--- config.mk ---
export PLATFORM = sky130hd
export DESIGN_NAME = lrb_mod
export DESIGN_NICKNAME = d
export VERILOG_FILES = /design/src/rtl/core/lrb_mod.sv
export SDC_FILE = /design/constraint.sdc
export NUM_CORES = 1
export LEC_CHECK = 0
export BUFFER_PORTS_ARGS = -buffer_cell sky130_fd_sc_hd__buf_4
export CORE_MARGIN = 2
export CORE_UTILIZATION = 58
export CTS_CLUSTER_SIZE = 8
export DETAILED_ROUTE_END_ITERATION = 7
export GPL_TIMING_DRIVEN = 0
export PLACE_DENSITY = 0.88
export REMOVE_ABC_BUFFERS = 1
export SLEW_MARGIN = 20
export SYNTH_ARGS = -nofsm -noshare
export SYNTH_HDL_FRONTEND = slang
export SYNTH_SLANG_ARGS = --single-unit
--- constraint.sdc ---
create_clock -name clk -period 3.45 [get_ports clk]
set_input_delay 0.69 -clock clk [delete_from_list [all_inputs] [get_ports clk]]
set_output_delay 0.69 -clock clk [all_outputs]
set_load 0.01 [all_outputs]
--- src/rtl/core/lrb_mod.sv ---
// Bit-serial remainder unit: floor modulo of a signed value by a small
// positive divisor, one quotient bit per cycle. No dependencies.
`timescale 1ns / 1ps

module lrb_mod #(
  parameter int VALUE_WIDTH = 49,
  parameter int DIV_WIDTH   = 9,
  parameter int RES_WIDTH   = 8
) (
  input  logic                   clk,
  input  logic                   rst,
  input  logic                   start,
  input  logic [VALUE_WIDTH-1:0] value,
  input  logic [DIV_WIDTH-1:0]   divisor,
  output logic                   done,
  output logic [RES_WIDTH-1:0]   residue
);

  localparam int CW = $clog2(VALUE_WIDTH + 1);

  logic [VALUE_WIDTH-1:0] mag;
  logic [DIV_WIDTH-1:0]   rem;
  logic                   neg;
  logic [CW-1:0]          cnt;
  logic                   run;
  logic [DIV_WIDTH:0]     trial;
  logic [DIV_WIDTH-1:0]   rem_next;
  logic [DIV_WIDTH-1:0]   fixed;

  assign trial = {rem, mag[VALUE_WIDTH-1]};

  always_comb begin
    if (trial >= {1'b0, divisor}) begin
      rem_next = DIV_WIDTH'(trial - {1'b0, divisor});
    end else begin
      rem_next = DIV_WIDTH'(trial);
    end
  end

  always_ff @(posedge clk) begin
    if (rst) begin
      run  <= 1'b0;
      done <= 1'b0;
    end else begin
      done <= 1'b0;
      if (start) begin
        run <= 1'b1;
        cnt <= CW'(VALUE_WIDTH);
      end else if (run) begin
        cnt <= cnt - CW'(1);
        if (cnt == CW'(1)) begin
          run  <= 1'b0;
          done <= 1'b1;
        end
      end
    end
  end

  always_ff @(posedge clk) begin
    if (start) begin
      // work on the magnitude, fold the sign back at the end
      mag <= value[VALUE_WIDTH-1] ? VALUE_WIDTH'(~value + VALUE_WIDTH'(1)) : value;
      neg <= value[VALUE_WIDTH-1];
      rem <= '0;
    end else if (run) begin
      mag <= {mag[VALUE_WIDTH-2:0], 1'b0};
      rem <= rem_next;
    end
  end

  assign fixed   = (neg && rem != '0) ? DIV_WIDTH'(divisor - rem) : rem;
  assign residue = RES_WIDTH'(fixed);

endmodule

# Yosys cells after proc, flatten, opt, wreduce, memory -nomap -nowiden
# Cells that the tools add are included.
word_totals:
  regBits: 67
  word_cells: 30
  input_bits: 61
classes:
  reduce_logical: 5
  n_eq_ne: 1
  order_cmp: 1
  add_sub_neg: 4
  bitwise_logic: 3
  muxes: 10
op_table:
  columns: ["cell", "n"]
  rows:
  - ["two-way mux 49 bit", 3]
  - ["adder 49 x 1 -> 49 bit, second input constant", 1]
  - ["inverter 49 bit", 1]
  - [">= comparator 10 x 9 -> 1 bit", 1]
  - ["two-way mux 9 bit", 1]
  - ["nonzero test 9 bit", 1]
  - ["subtractor 9 bit", 1]
  - ["two-way mux 8 bit", 1]
  - ["subtractor 8 bit", 1]
  - ["equality test 6 x 1 -> 1 bit, second input constant", 1]
  - ["two-way mux 6 bit", 1]
  - ["subtractor 6 x 1 -> 6 bit, second input constant", 1]
  - ["two-way mux 1 bit", 4]
  - ["OR reduction 3 bit", 1]
  - ["inverter 1 bit", 2]
  - ["AND reduction 2 bit", 1]
  - ["nonzero test 2 bit", 1]
  - ["logical AND 1 bit", 1]

# Depth between registers and ports, before layout
# Gate-level depths: netlist (run 1).
depth:
  ltp_word: 4
  ltp_mapped: 11

# Least setup slack after synthesis (run 1)
# OpenSTA, ideal clock, no wires.
synth_path:
  path_type: "in2out"
  start: "input port divisor[0]"
  end: "output port residue[6]"
  path_buffers: 0
  t_arrival_ps: 2277
  t_required_ps: 2760
  path_stages: 10
  slack_ps: 483
  cell_sequence: "inv_1 ha_1 inv_1 fa_1 a21o_1 a21o_1 a21o_1 a21oi_1 xor2_1 mux2i_1"
synth_via:
  elab_chain_len: 2
synth_lines:
  columns: ["element", "line_no", "source"]
  rows:
  - ["from (decl)", "14", "input logic [DIV_WIDTH-1:0] divisor,"]
  - ["subtractor 8 bit", "71", "assign fixed = (neg && rem != '0) ? DIV_WIDTH'(divisor - rem) : rem;"]
  - ["two-way mux 8 bit", "71", null]
  - ["to (decl)", "16", "output logic [RES_WIDTH-1:0] residue"]
# No other way between the ends.

# Worst setup path in the final report (run 1)
# Ends and elaborated chain as after synthesis.

==> impl_metrics.tcl, run 1 <==
set metrics [dict create \
    critPathSlowestCell "fa_1" \
    drive_gt1_share_pct 20.0 \
    path_clk_slew_ps 70 \
    p_int_w 0.00154 \
    syn2layout_area_growth_pct 17.3 \
    hold_buffers 0 \
    die_w_um 92.8 \
    min_path_type "primary input to register" \
    ir_drop_uv 264 \
    r2r_cells 10 \
    worstPathArrival_ps 2600 \
    synth_simple_gate_area_share_pct 15.8 \
    clock_path_buffers 2 \
    power_w 0.00215 \
    tightest_slew_ps 962 \
    cp_cell_sequence "buf_4 -> inv_1 -> ha_1 -> inv_1 -> fa_1 -> a21o_1 -> a21o_1 -> a21o_1 -> a21oi_2 -> xor2_1 -> mux2i_1 -> buf_4" \
    die-area_um2 8610 \
    grt_max_degree 101 \
    num_vias 3781 \
    hold_viol_final 0 \
    fin_nets 621 \
    max_stage_delay_ps 400 \
    ys_seq_area_share_pct 41.6 \
    cp_max_fo 3 \
    crit_path_start_kind "primary input" \
    clkPwrFrac_pct 28.8 \
    postRouteWirelength_um 9850 \
    netlist_area_um2 4570 \
    diodes 0 \
    powerDensity_nw_per_um2 400 \
    yosysTopAreaCell "edfxtp_1" \
    syn_avg_cell_area_um2 9.61 \
    power.leakage_nw 2.14 \
    combPwrFrac_pct 23.9 \
    end_kind "output port" \
    cts.sinks 67 \
    synth_top_area_share_pct 36.8 \
    numCtsBuffers 9 \
    path_common_cell "a21o_1" \
    wl_per_cell_um 15.2 \
    initial_core_util_pct 59.5 \
    fmaxAchievable_mhz 304 \
    overflow 0 \
    synth-seq-cells 67 \
    synth-edff-count 56 \
    crit_type "primary input to output port" \
    pwr-share-seq_pct 47.3 \
    status "completed" \
    tns_ps 0 \
    cts_tree "built" \
    worstSetupEndpoint "residue[6]" \
    synth_mux_area_share_pct 5.20 \
    placed_cell_area_um2 5170 \
    cts_root_buf "clkbuf_8" \
    ys_types 49 \
    cap_violations 0 \
    ff2ff_setup_slack_ps 600 \
    reg2reg_to "rem[1]" \
    synth_most_common_cell "nor2_1" \
    ant_nets 0 \
    slew_viol_final 0 \
    worstHoldStart "rst" \
    place_congestion 0.786 \
    timing.slew.headroom_pct 35.9 \
    rsz0062_at_grt "false" \
    dieHeight_um 92.8 \
    first_pass_iters 5 \
    post-route-min-period_ps 3290 \
    fin_area_um2 5370 \
    p_switching_w 0.000603 \
    core_area_um2 7690 \
    viasPerCell 5.85 \
    ioPinCount 70 \
    synth_fa_ha_area_share_pct 6.07 \
    htreeDepth 3 \
    drc 0 \
    setup_viol 0 \
    synth_top_family_by_area "compound AO/OA/AOI/OAI gates" \
    synth_cells 476 \
    portBuffers 69 \
    yosys.area_share.xor_xnor_pct 10.7 \
    async_flop_share_pct 0 \
    globalRouteTotalUtil_pct 23.7 \
    fp-row-count 32 \
    synthTopCellsByArea "edfxtp_1 37%, xor2_1 7.5%, ha_1 5.2%, a21oi_1 4.9%, dfxtp_1 4.8%" \
    ys.flop_type "edfxtp_1" \
    initialDrtViolationCount 308 \
    yosysWarnings 0 \
    grt_pass1_wl_um 16400 \
    finClkSkew_ps 8.63 \
    rr_startpoint "mag[48]" \
    crit_required_ps 2760 \
    synthTopCellsByCount "57 x nor2_1, 56 x edfxtp_1, 45 x a21oi_1" \
    min_period_over_period_pct 95.5 \
    clk-insertion-delay-late_ps 350 \
    netSwitchingFraction_pct 28.1 \
    synth-compound-area-share_pct 17.1 \
    hpwl_um 7030 \
    grt_antenna_before_repair 0 \
    grt_pass1_vias 3660 \
    critPathLaunch "divisor[0]" \
]
[sequential cells by signal, summed over array words and instances, names as in the netlist]
name,flops
mag,49
rem,9
neg,1
run,1
done,1
cnt,6
[per-layer routing]
layer	routed length [um]	GRT usage (%)	vias up	part of all wire (%)
met3	485	4.96	19	4.9
met1	4120	29.4	1764	42
met4	204	8.58	0	2.1
met2	5040	40.6	113	51
met5	0	0	-	0
li1	-	-	1885	-
[how the worst min path moves through the flow]
stage / end / slack, ps / cells past startpoint
6_report: done / 510 / 2
5_1_grt: done / 510 / 2
4_1_cts: done / 510 / 2
3_5_place_dp: rem[8] / 520 / 2
3_3_place_gp: rem[8] / 500 / 2
2_1_floorplan: rem[8] / 450 / 2
[per-stage QoR]
stage,worst slack [ps],hold WS (ps),util [%],std cells
detailed placement,120,520,67.3,630
floorplan,483,449,-,458
global placement,-121,496,67.0,629
CTS,50.3,506,69.6,646
global route,15.3,506,69.8,646
finish,156,508,69.8,646
[power by group through the flow]
| stage | logic, W | clock network, W | registers, W |
|---|---|---|---|
| after floorplan | 0.000313 | 0 | 0.00102 |
| after global placement | 0.000479 | 0 | 0.00103 |
| after detailed placement | 0.000504 | 0 | 0.00103 |
| after CTS | 0.000508 | 0.000624 | 0.00102 |
| after global routing | 0.000570 | 0.000657 | 0.00103 |
| final | 0.000512 | 0.000620 | 0.00102 |
[cell families (layout without fill, tap and decap cells)]
family | after synthesis | in the layout
AOI/OAI and AO/OA | 125 | 125
xor gates and xnor gates | 56 | 56
adders and majority gates | 21 | 21
buffers and inverters | 43 | 111
DFF | 67 | 67
muxes | 22 | 22
and+or+nand+nor | 142 | 142
[layout make-up]
cell class / instances / area (um2)
Clock inverter: 7 / 58.8
Multi-Input combinational cell: 366 / 2520
Clock buffer: 9 / 124
Tap cell: 102 / 128
Inverter: 25 / 93.8
Sequential cell: 67 / 1900
Timing Repair Buffer: 70 / 538
Fill cell: 575 / 2320
[repair_timing]
item / in CTS / in global routing
setup endpoints to repair: 0 / 2
buffers inserted: 0 / 0
gates resized for setup: 0 / 3
[cell usage in the layout, fill, tap and decap left out, types with 3 or more instances in the layout]
master	count
edfxtp_1	56
o41ai_1	12
clkinv_1	3
xnor2_1	17
o22ai_1	4
nor2b_1	3
o21a_1	3
a21o_1	4
a21oi_1	44
buf_4	69
mux2_2	10
dfxtp_1	10
nand3_1	8
or2_2	3
ha_1	19
or3_1	3
or4_1	8
nor2_1	57
a211oi_1	6
nor3_1	5
o31ai_1	13
nand2b_1	7
xor2_1	39
nor4_1	5
nand2_1	23
and3_1	4
and2_1	4
inv_1	24
o21ai_0	27
clkbuf_8	9
mux2i_1	11
[worst max-delay path, delay by kind of cell]
kind | cells | cell delay (ps)
fa+ha+maj | 2 | 560
mux | 1 | 90
buf+inv | 4 | 400
xor+xnor | 1 | 160
compound gates | 4 | 710
Power figures use the tool's default switching activity.
==> run 2, diff against run 1 <==
CORE_UTILIZATION = 45   (was 58)
GPL_ROUTABILITY_DRIVEN = 0   (was default)
PLACE_DENSITY = 0.73   (was 0.88)
==> run 2 against run 1 <==
Effect of this change: utilization decreased by 15 points; die area is 28% higher; count of clock-buffer cells in the layout is 6 higher; worst hold slack improved by 15 ps; clock skew rose by 3.1 ps; combinational power down 2%; cell count rose by 4.8%; via count is 2.0% lower; critical path type unchanged; critical endpoint unchanged; largest cell class unchanged.
==> impl_metrics.tcl, run 2 (synthesis gave the netlist of run 1 again) <==
set metrics [dict create \
    die_w_um 105 \
    diodes 0 \
    initial_core_util_pct 46.6 \
    cts.sinks 67 \
    grt_antenna_before_repair 0 \
    final_cell_mix "69 x buf_4, 57 x nor2_1, 56 x edfxtp_1" \
    grt_pass1_vias 3428 \
    pre_cts_ws_ps 131 \
    num-fill-cells 897 \
    final-instance-count-excl-fill 677 \
    layout_commonest_cell "buf_4" \
    crit_path_start_kind "primary input" \
    placed_cell_area_um2 5210 \
    grt_max_degree 101 \
    syn2layout_area_growth_pct 18.0 \
    rsz0062_at_grt "false" \
    whs_ps 524 \
    clock_path_buffers 2 \
    clk-insertion-delay-late_ps 330 \
    max_stage_delay_ps 400 \
    numCtsBuffers 9 \
    die-area_um2 11000 \
    initialDrtViolationCount 252 \
    cts_tree "built" \
    tns_ps 0 \
    drc 0 \
    portBuffers 69 \
    postRouteWirelength_um 9600 \
    overflow 0 \
    first_pass_iters 4 \
    cts_root_buf "clkbuf_8" \
    drive_gt1_share_pct 19.5 \
    path_common_cell "a21o_1" \
    crit_required_ps 2760 \
    placed_cells 661 \
    largestRegisters "mag: 49 flops, rem: 9 flops, cnt: 6 flops" \
    viasPerCell 5.48 \
    ir_drop_uv 269 \
    worstPathArrival_ps 2640 \
    path_clk_slew_ps 70 \
    ff2ff_setup_slack_ps 610 \
    htreeDepth 3 \
    fmaxAchievable_mhz 301 \
    wl_per_cell_um 14.2 \
    fp-row-count 36 \
    powerDensity_nw_per_um2 394 \
    ioPinCount 70 \
    post-route-min-period_ps 3330 \
    power.leakage_nw 2.14 \
    ff_latch_area_um2 1900 \
    cap_violations 0 \
    cp_max_fo 3 \
    num_vias 3707 \
    dieHeight_um 105 \
    min_path_type "register to register" \
    status "completed" \
    cts_resized 0 \
    fin_nets 621 \
    min_period_over_period_pct 96.4 \
    hpwl_um 6960 \
    tightest_slew_ps 975 \
    cp_cell_sequence "buf_4 -> inv_1 -> ha_1 -> inv_1 -> fa_1 -> a21o_1 -> a21o_1 -> a21o_1 -> a21oi_1 -> xor2_1 -> mux2i_1 -> buf_4" \
    finClkSkew_ps 11.7 \
    multi_input_area_um2 2510 \
    ant_nets 0 \
    fin_ws_ps 124 \
    hold_viol_final 0 \
    regMostFlops "mag" \
    fin_area_um2 5400 \
    setup_viol 0 \
    largest_reg_flops 49 \
    timing.slew.headroom_pct 35.0 \
    globalRouteTotalUtil_pct 17.7 \
    hold_buffers 0 \
    end_kind "output port" \
    critPathSlowestCell "fa_1" \
    core_area_um2 9820 \
    grt_pass1_wl_um 16000 \
    crit_type "primary input to output port" \
    cts_setup_buffers 0 \
    slew_viol_final 0 \
]
## run 2: cell count changes in the layout (fill, tap and decap cells not counted), sizes merged
cell      change
clkbuf        +6
clkinvlp      -1
bufinv        -1
inv           +1
clkinv        -5
## run 2: cell type report
cell class	instances	share of cell area, %
clock buffer	15	3.29
timing repair buffer	70	9.97
clock inverter	1	0.116
inverter	25	1.74
tap	133	3.08
sequential	67	35.3
multi-input combinational	366	46.5
## run 2: worst paths after layout
| path | from | end | depth (start not counted) |
|---|---|---|---|
| setup / recovery | divisor[0] | residue[6] | 12 |
| hold / removal | rem[8] | rem[8] | 2 |
| setup reg to reg | mag[48] | rem[3] | 10 |
| hold reg to reg | rem[8] | rem[8] | 2 |
## run 2: critical path: cells and delay by family
family          cells  cell delay [ps]
compound gates      4              740
fa+ha+maj           2              550
buf+inv             4              400
xor+xnor            1              170
mux                 1               90
## run 2: routing by layer
layer	GRT usage [%]	part of all wire, %
met5	0	0
met4	5.71	0.83
met3	3.18	5.4
met2	28.7	48
met1	24.0	46
## run 2: report_power, final
| part | internal, W | leakage (nW) | switching, W |
|---|---|---|---|
| Combinational | 0.000240 | 1.41 | 0.000263 |
| Clock | 0.000327 | 0.0934 | 0.000280 |
| Sequential | 0.000979 | 0.639 | 0.0000364 |
## run 2: stage by stage
stage / total power, W / utilization (%)
floorplan: 0.00133 / -
global placement: 0.00151 / 52.9
detailed placement: 0.00154 / 53.1
CTS: 0.00214 / 54.9
global route: 0.00225 / 54.9
finish: 0.00213 / 54.9
==> run 3, diff against run 2 <==
clock period = 3.6 ns   (was 3.45 ns; I/O delays follow)
==> run 3 against run 2 <==
Effect of this change: combinational power is 4.0% lower; register-to-register slack better by 130 ps; first-iteration DRC count decreased by 2.8%; highest routed layer unchanged.
==> impl_metrics.tcl, run 3 (synthesis gave the netlist of run 1 again) <==
set metrics [dict create \
    critPathLaunch "divisor[0]" \
    grt_max_degree 101 \
    cp_cell_sequence "buf_4 -> inv_1 -> ha_1 -> inv_1 -> fa_1 -> a21o_1 -> a21o_1 -> a21o_1 -> a21oi_1 -> xor2_1 -> mux2i_1 -> buf_4" \
    numCtsBuffers 9 \
    drc 0 \
    tightest_slew_ps 975 \
    grt_antenna_before_repair 0 \
    power_w 0.00204 \
    fp-row-count 36 \
    power.leakage_nw 2.14 \
    cts_setup_buffers 0 \
    largestRegisters "mag: 49 flops, rem: 9 flops, cnt: 6 flops" \
    critPathSlowestCell "fa_1" \
    crit_type "primary input to output port" \
    min_period_over_period_pct 94.3 \
    portBuffers 69 \
    initial_core_util_pct 46.6 \
    cts_root_buf "clkbuf_8" \
    cp_max_fo 3 \
    fmaxAchievable_mhz 295 \
    core_area_um2 9820 \
    min_path_type "register to register" \
    ir_drop_uv 258 \
    r2r_cells 10 \
    viasPerCell 5.47 \
    ff2ff_setup_slack_ps 740 \
    finClkSkew_ps 11.7 \
    timing.slew.headroom_pct 35.0 \
    setup_viol 0 \
    initialDrtViolationCount 245 \
    regMostFlops "mag" \
    postRouteWirelength_um 9620 \
    crit_path_start_kind "primary input" \
    cap_violations 0 \
    hold_viol_final 0 \
    largest_reg_flops 49 \
    hold_buffers 0 \
    final-instance-count-excl-fill 677 \
    die-area_um2 11000 \
    max_stage_delay_ps 410 \
    slew_viol_final 0 \
    fin_nets 621 \
    fin_area_um2 5390 \
    status "completed" \
    ioPinCount 70 \
    first_pass_iters 4 \
    crit_required_ps 2880 \
    num-fill-cells 898 \
    cts_tree "built" \
    globalRouteTotalUtil_pct 17.7 \
    worstSetupEndpoint "residue[6]" \
    final_cell_mix "69 x buf_4, 57 x nor2_1, 56 x edfxtp_1" \
    overflow 0 \
    worstPathArrival_ps 2680 \
    crit_buf_inv 4 \
    cts_resized 0 \
    path_common_cell "a21o_1" \
    ff_latch_area_um2 1900 \
    ant_nets 0 \
    placed_cell_area_um2 5210 \
    final_util_pct 54.9 \
    cp.depth 12 \
    htreeDepth 3 \
    drive_gt1_share_pct 19.3 \
    num_vias 3701 \
    wl_per_cell_um 14.2 \
    hpwl_um 6960 \
    post-route-min-period_ps 3400 \
    rr_startpoint "mag[48]" \
    clk-insertion-delay-late_ps 330 \
    rsz0062_at_grt "false" \
    powerDensity_nw_per_um2 378 \
    end_kind "output port" \
    path_clk_slew_ps 70 \
    multi_input_area_um2 2510 \
    dieHeight_um 105 \
    grt_pass1_vias 3428 \
    reg2reg_to "rem[3]" \
    cts.sinks 67 \
    grt_pass1_wl_um 16000 \
    syn2layout_area_growth_pct 17.9 \
    die_w_um 105 \
    diodes 0 \
    layout_commonest_cell "buf_4" \
    clock_path_buffers 2 \
    cpLargestDelayFamily "compound AO/OA/AOI/OAI gates" \
    placed_cells 661 \
]
==> run 3: cell counts in the layout (fill, tap and decap cells not counted) <==
Identical to the previous run, type by type.
==> run 3: per-layer routing <==
metal / part of all wire (%) / track usage (%) / vias up
met4: 0.83 / 5.71 / 0
met1: 46 / 24.0 / 1720
met5: 0 / 0 / -
met2: 48 / 28.7 / 91
met3: 5.4 / 3.18 / 6
li1: - / - / 1884
==> run 3: power breakdown <==
group,leakage (nW),internal (W),switching (W)
logic,1.41,0.000230,0.000253
registers,0.638,0.000938,0.0000349
clock network,0.0934,0.000313,0.000269
total,2.14,0.00148,0.000557
==> run 3: worst register-to-register path, delay by kind of cell (launching register included) <==
| family | cells | cell delay (ps) |
|---|---|---|
| AND/OR/NAND/NOR | 2 | 420 |
| adder cells (fa/ha/maj) | 2 | 570 |
| flip-flops | 1 | 390 |
| AO/OA/AOI/OAI | 3 | 900 |
| multiplexers | 1 | 290 |
| buffers and inverters | 2 | 120 |
==> run 3: worst min path at each step <==
stage,start,to,slack (ps),cells past startpoint
2_1_floorplan,rem[8],rem[8],450,2
3_3_place_gp,rem[8],rem[8],500,2
3_5_place_dp,rem[8],rem[8],510,2
4_1_cts,rem[8],rem[8],520,2
5_1_grt,rem[8],rem[8],540,2
6_report,rem[8],rem[8],520,2
==> run 3: layout make-up <==
class | count | share of cell area, %
multi-input cells | 366 | 46.5
clock inverters | 1 | 0.116
flip-flops and latches | 67 | 35.3
clock buffers | 15 | 3.29
well taps | 133 | 3.09
repair buffers | 70 | 9.97
inverters | 25 | 1.74
==> run 3: metrics by stage <==
stage,setup slack [ps],hold WS (ps),setup TNS [ps]
floorplan,573,449,0
global placement,-67.5,498,-3220
detailed placement,221,510,0
CTS,194,519,0
global route,74.7,538,0
finish,205,524,0
